**src/rtl/core/tpt_ram.sv**
```systemverilog
// ----------------------------------------------------------------------------
// tpt_ram
// generic single write port, single read port ram with registered read
// ----------------------------------------------------------------------------
module tpt_ram #(
    parameter int WIDTH = 8,
    parameter int DEPTH = 16
) (
    input  logic                     i_clk,
    input  logic                     i_we,
    input  logic [$clog2(DEPTH)-1:0] i_waddr,
    input  logic [WIDTH-1:0]         i_wdata,
    input  logic [$clog2(DEPTH)-1:0] i_raddr,
    output logic [WIDTH-1:0]         o_rdata
);

    logic [WIDTH-1:0] r_mem [DEPTH];
    logic [WIDTH-1:0] r_rdata;

    always_ff @(posedge i_clk) begin
        if (i_we) begin
            r_mem[i_waddr] <= i_wdata;
        end
        r_rdata <= r_mem[i_raddr];
    end

    assign o_rdata = r_rdata;

endmodule

```
**config.mk**
```make
export PLATFORM = sky130hd
export DESIGN_NAME = tpt_ram
export DESIGN_NICKNAME = d
export VERILOG_FILES = /design/src/rtl/core/tpt_ram.sv
export SDC_FILE = /design/constraint.sdc
export NUM_CORES = 1
export LEC_CHECK = 0
export BUFFER_PORTS_ARGS = -buffer_cell sky130_fd_sc_hd__buf_2
export CORE_ASPECT_RATIO = 0.7
export CORE_UTILIZATION = 45
export DETAILED_ROUTE_END_ITERATION = 10
export PLACE_DENSITY_LB_ADDON = 0.1
export SETUP_SLACK_MARGIN = 0.1
export SLEW_MARGIN = 20
export SYNTH_ARGS = -nofsm -noshare
export SYNTH_HDL_FRONTEND = slang
export SYNTH_SLANG_ARGS = --single-unit
export TNS_END_PERCENT = 30
```
**constraint.sdc**
```tcl
create_clock -name i_clk -period 4 [get_ports i_clk]
set_clock_uncertainty 0.15 [all_clocks]
set_input_delay 0.2 -clock i_clk [delete_from_list [all_inputs] [get_ports i_clk]]
set_output_delay 0.2 -clock i_clk [all_outputs]
set_load 0.05 [all_outputs]
```
==> flow_summary_export.csv, run 1 <==
group,metric,value,unit
pwr,swShare,0.202,
cts,holdBufCountCts,0,
global_route,grt_pass1_wl,15000,um
timing,relSlewSlack,0.328,
place,io_buffers,25,
route,vias,2354,
timing,whs,0.0238,ns
worst_setup_path,path_class,"input port to flip-flop",
logic_synthesis,ys.warnings.count,0,
cts,cts_buffer_depth,2,
logic_synthesis,netlist_instances,229,
pwr,p_per_area,548,nW/um2
timing,fmax,525,MHz
logic_synthesis,synthTopCellsByArea,"edfxtp_1 (75%), mux4_2 (7.9%), mux4_1 (7.1%)",
die,ios,26,
place,dp_cells,402,
route,drt-total-wl,10100,um
pwr,p_clk_frac,0.458,
logic_synthesis,synth_flop_cell,"edfxtp_1",
timing,fin_crit,1.91,ns
worst_setup_path,endpoint_kind,"flip-flop",
cts,clk_latency,0.41,ns
logic_synthesis,synth_most_common_cell,"edfxtp_1",
worst_setup_path,crit_fanout,24,
final_layout,instances_no_fill,434,
logic_synthesis,ys_seq_elements,136,
pwr,seqPwrFrac,0.489,
logic_synthesis,synth.largest_area_cell,"edfxtp_1",
route,postRouteAntennaNets,0,
pwr,irDropWorstVdd,319,uV
worst_setup_path,required,4.14,ns
place,place_congestion,0.751,
cts,cts_resized,0,
timing,fin_ws,2.09,ns
final_layout,drive_gt1_frac,0.267,
cts,cts.htree.levels,4,
cts,clock-sinks,136,
hold_path,hp-start,"i_wdata[5]",
place,dpl.hpwl,6260,um
hold_path,hold-path-cell-count,1,
timing,hold_violations,0,
logic_synthesis,synth_fp_nets,247,
cts,cts-buffers-inserted,17,
pwr,switchingPower,0.662,mW
cts,clockRootBuffer,"clkbuf_16",
logic_synthesis,synth_top_area_frac,0.747,
global_route,grt.overflow.total,0,
global_route,grt_usage,0.190,
final_layout,nFillCells,859,
die,chipHeight,91.5,um
cts,clkTransAtPathRegs,0.05,ns
timing,setup_viol,0,
logic_synthesis,ys_top_cells_by_count,"edfxtp_1 (128), mux4_2 (18), a22oi_1 (16)",
logic_synthesis,ys_types,19,
die,std_cell_rows,32,
run,maxCapViolCount,0,
route,wl_per_cell,23.2,um
die,die_area,11900,um2
die,core_area,11100,um2
die,start_util,0.464,
route,first_pass_iters,4,
worst_setup_path,r2r_end,"o_rdata[7]",
route,drcViolationCount,0,
final_layout,diodes,0,
logic_synthesis,async_reset_ff_frac,0,
pwr,finalPower,3.28,mW
timing,worst_pin_slew,1.00,ns
pwr,p_leak,2.00,nW
timing,slew_viol_final,0,
final_layout,finalNetCount,286,
hold_path,holdPathEnd,"r_mem[5][5]",
die,fp.dieW,130,um
worst_setup_path,cp.arrival,2.05,ns
worst_setup_path,rrSetupSlack,2.46,ns
logic_synthesis,synth-edff-count,128,
hold_path,hold_class,"input port to flip-flop",
worst_setup_path,r2r_cells,3,
logic_synthesis,ys_seq_area_frac,0.778,
route,drt_iter0_markers,225,
final_layout,area_growth,16.3,%
route,viasPerCell,5.42,
global_route,grt_max_degree,33,
place,place_worst_setup_slack,1.61,ns
timing,fin_crit_sh,0.477,
timing,tns,0,ns
outcome,outcome,"completed",
logic_synthesis,syn_area_per_cell,22.5,um2
global_route,antenna_found_initial,0,
pwr,p_comb_frac,0.053,
worst_setup_path,r2r-start,"r_mem[8][7]",
logic_synthesis,netlist_area,5150,um2
timing,rsz0062_at_grt,"no",
cts,cts_setup_buffers,0,
global_route,grt_pass1_vias,2339,
cts,cts_tree,"done",
worst_setup_path,start_kind,"input port",
pwr,internal_power,2.62,mW
==> worst max path at each step <==
| stage | from | end | slack [ns] | cells after the start |
|---|---|---|---|---|
| 2_1_floorplan | i_waddr[2] | r_mem[0][0] | 2.16 | 2 |
| 3_3_place_gp | i_raddr[0] | o_rdata[3] | 1.62 | 5 |
| 3_5_place_dp | i_raddr[0] | o_rdata[3] | 1.61 | 5 |
| 4_1_cts | i_raddr[0] | o_rdata[3] | 2.04 | 5 |
| 5_1_grt | i_raddr[0] | o_rdata[3] | 1.93 | 5 |
| 6_report | i_raddr[0] | o_rdata[3] | 2.09 | 5 |
==> cells in the final DEF (no fill, tap or decap) <==
cell	instances
edfxtp_1	128
buf_2	25
mux4_2	18
clkbuf_16	17
a22oi_1	16
mux4_1	14
nor2_1	12
nand2_1	9
dfxtp_1	8
clkbuf_1	7
buf_4	5
nor3_1	4
clkbuf_8	3
clkinv_2	3
nand3b_1	2
nand2b_1	2
bufinv_16	2
nor2b_1	1
and2_1	1
and2b_1	1
nand3_1	1
or3b_2	1
nor2_2	1
==> layout make-up <==
| class | count | area [um2] | share of cell area |
|---|---|---|---|
| clock buffer | 27 | 493 | 0.0824 |
| timing repair buffer | 30 | 163 | 0.0272 |
| sequential | 136 | 4000 | 0.669 |
| multi-input combinational | 83 | 1060 | 0.177 |
| clock inverter | 5 | 75.1 | 0.0125 |
| tap | 153 | 191 | 0.0320 |
==> critical path, cell delays in order <==
cell     delay [ns]
buf_2          0.63
buf_4          0.35
mux4_1         0.57
a22oi_1        0.22
nand2_1        0.08
==> registers in the layout, indices dropped and copies added (netlist names) <==
name     count
r_mem      128
o_rdata      8
==> per-layer routing <==
metal / up-vias / track usage / share of wire
li1: 1056 / - / -
met2: 65 / 0.263 / 0.45
met3: 10 / 0.0542 / 0.043
met1: 1223 / 0.286 / 0.50
met4: 0 / 0.0707 / 0.0092
met5: - / 0 / 0
==> stage by stage <==
| step | utilization | area [um2] |
|---|---|---|
| finish | 0.540 | 5990 |
| global route | 0.540 | 5990 |
| CTS | 0.539 | 5980 |
| detailed placement | 0.488 | 5420 |
| global placement | 0.488 | 5420 |
| floorplan | - | 5150 |
==> power groups by stage <==
stage                     Sequential (mW)  Combinational [mW]  Clock, mW
after floorplan                      1.66              0.0809          0
final                                1.60               0.174       1.50
after global placement               1.63               0.174          0
after global routing                 1.61               0.188       1.59
after detailed placement             1.63               0.175          0
after CTS                            1.60               0.176       1.53
==> cells by family (layout without fill, tap and decap cells) <==
family / count (synthesis) / count (layout) / synth area share
buffers and inverters: 10 / 62 / 0.0168
AND/OR/NAND/NOR: 35 / 35 / 0.0318
flip-flops: 136 / 136 / 0.778
multiplexers: 32 / 32 / 0.150
AO/OA/AOI/OAI: 16 / 16 / 0.0233
(Power assumes the default switching activity.)
==> inputs of run 2 (changes only) <==
==> constraint.sdc (replaced) <==
create_clock -name i_clk -period 1.8 [get_ports i_clk]
set_clock_uncertainty 0.15 [all_clocks]
set_input_delay 0.09 -clock i_clk [delete_from_list [all_inputs] [get_ports i_clk]]
set_output_delay 0.09 -clock i_clk [all_outputs]
set_load 0.05 [all_outputs]
==> run 2 against run 1 <==
Net effect: total power up 120%; critical path type is now flip-flop to flip-flop; non-clock buffer count increased by 31; setup slack lost 1.7 ns; worst hold slack improved by 0.087 ns; sequential share of layout area shrank 3.2 points; sequential cell count unchanged; global-route usage increased by 0.30 points; critical path depth shrank 2.
==> flow_summary_export.csv, run 2 (synthesized netlist as in run 1, its figures left out) <==
group,metric,value,unit
place,dpl.hpwl,6590,um
final_layout,drive_gt1_frac,0.314,
worst_setup_path,cp.arrival,1.59,ns
die,chipHeight,91.5,um
hold_path,hold_class,"input port to flip-flop",
place,io_buffers,25,
route,drt-total-wl,10300,um
timing,setup_viol,0,
final_layout,final_common_cell,"edfxtp_1",
cts,cts.htree.levels,4,
worst_setup_path,path_class,"flip-flop to flip-flop",
timing,hold_violations,0,
timing,fin_crit,1.45,ns
hold_path,hp-start,"i_raddr[3]",
worst_setup_path,slowest_stage,"mux4_1",
cts,clkTransAtPathRegs,0.05,ns
cts,cts-buffers-inserted,17,
global_route,grt.overflow.total,0,
die,core_area,11100,um2
die,fp.dieW,130,um
cts,clk_latency,0.41,ns
global_route,antenna_found_initial,0,
die,die_area,11900,um2
timing,slew_viol_final,0,
place,dp_cells,425,
hold_path,holdPathEnd,"o_rdata[1]",
cts,cts_buffer_depth,2,
global_route,grt_pass1_vias,2508,
global_route,grt_max_degree,19,
pwr,finalPower,7.35,mW
worst_setup_path,cp_slowest_stage_delay,0.49,ns
outcome,outcome,"completed",
place,place_worst_setup_slack,0.189,ns
pwr,irDropWorstVdd,712,uV
die,std_cell_rows,32,
global_route,grt_pass1_wl,15300,um
timing,rsz0062_at_grt,"no",
place,placed_area,5630,um2
final_layout,nFillCells,863,
route,drt_iter0_markers,161,
die,start_util,0.464,
cts,cts_tree,"done",
hold_path,hold-path-cell-count,5,
final_layout,largest_register_ffs,128,
final_layout,multiInputGateArea,1060,um2
global_route,grt_usage,0.193,
final_layout,seq_area,4000,um2
worst_setup_path,crit_fanout,1,
worst_setup_path,crit_chain,"mux4_1 -> a22oi_1 -> nand2_1",
final_layout,finalNetCount,317,
timing,relSlewSlack,0.706,
timing,worst_pin_slew,0.441,ns
worst_setup_path,r2r-start,"r_mem[10][1]",
route,first_pass_iters,4,
route,postRouteAntennaNets,0,
route,drcViolationCount,0,
pwr,p_leak,2.16,nW
final_layout,most-common-layout-cells,"edfxtp_1 (128), buf_2 (25), buf_4 (25), mux4_2 (18), clkbuf_16 (17)",
route,vias,2513,
final_layout,diodes,0,
final_layout,top_register,"r_mem",
timing,fin_ws,0.353,ns
final_layout,finalInstanceArea,6280,um2
cts,clockRootBuffer,"clkbuf_16",
final_layout,instances_no_fill,465,
final_layout,area_growth,22.0,%
cts,clock-sinks,136,
worst_setup_path,start_kind,"flip-flop",
place,place_congestion,0.718,
die,ios,26,
worst_setup_path,r2r_end,"o_rdata[1]",
route,wl_per_cell,22.1,um
pwr,p_per_area,1170,nW/um2
worst_setup_path,required,1.94,ns
cts,cts_resized,0,
timing,fmax,691,MHz
timing,tns,0,ns
run,maxCapViolCount,0,
worst_setup_path,r2r_cells,3,
route,viasPerCell,5.40,
timing,fin_crit_sh,0.804,
cts,cts_setup_buffers,0,
worst_setup_path,rrSetupSlack,0.35,ns
worst_setup_path,endpoint_kind,"flip-flop",
## run 2: cell count changes in the layout (fill, tap and decap cells not counted)
cell           before  now
clkbuf_8            3    0
nor2_1             12   13
clkinv_1            0    2
clkinvlp_4          0    2
nor3_1              4    3
buf_12              0    3
buf_4               5   25
bufinv_16           2    3
nor2_2              1    0
nor3_2              0    1
clkbuf_1            7    5
dlygate4sd3_1       0    8
## run 2: cell type report
cell class / count / area share
Clock buffer: 22 / 0.0707
Sequential cell: 136 / 0.637
Multi-Input combinational cell: 83 / 0.169
Tap cell: 153 / 0.0305
Timing Repair Buffer: 61 / 0.0721
Clock inverter: 10 / 0.0203
## run 2: routing by layer
| layer | global-route usage | vias up | wire length [um] |
|---|---|---|---|
| met5 | 0 | - | 0 |
| met4 | 0.0814 | 0 | 100 |
| met3 | 0.0536 | 8 | 461 |
| met2 | 0.282 | 55 | 4750 |
| met1 | 0.274 | 1335 | 4970 |
| li1 | - | 1115 | - |
## run 2: timing repair
item	in CTS	in global routing
endpoints found under the setup margin	0	0
hold buffers	8	0
endpoints found under the hold margin	128	0
## run 2: critical path: cells and delay by family, from the launching register on
| family | cells | cell delay (ns) |
|---|---|---|
| flip-flops | 1 | 0.35 |
| multiplexers | 1 | 0.49 |
| AO/OA/AOI/OAI | 1 | 0.26 |
| AND/OR/NAND/NOR | 1 | 0.07 |
## run 2: power by group
| part | internal [mW] | switching, mW | total (mW) |
|---|---|---|---|
| registers | 3.54 | 0.0267 | 3.57 |
| logic | 0.164 | 0.258 | 0.422 |
| clock network | 2.16 | 1.20 | 3.36 |
## run 2: how the worst max path moves through the flow
| stage | depth (start not counted) | endpoint | slack [ns] | startpoint |
|---|---|---|---|---|
| 2_1_floorplan | 2 | r_mem[3][0] | 0.29 | i_waddr[2] |
| 3_3_place_gp | 5 | o_rdata[4] | 0.20 | i_raddr[0] |
| 3_5_place_dp | 5 | o_rdata[4] | 0.19 | i_raddr[0] |
| 4_1_cts | 3 | o_rdata[1] | 0.33 | r_mem[10][1] |
| 5_1_grt | 3 | o_rdata[1] | 0.28 | r_mem[11][1] |
| 6_report | 3 | o_rdata[1] | 0.35 | r_mem[10][1] |
## run 2: stage by stage
stage,util,hold WS (ns)
floorplan,-,0.0389
global placement,0.508,0.323
detailed placement,0.508,0.332
CTS,0.566,0.0962
global route,0.566,0.103
finish,0.566,0.111
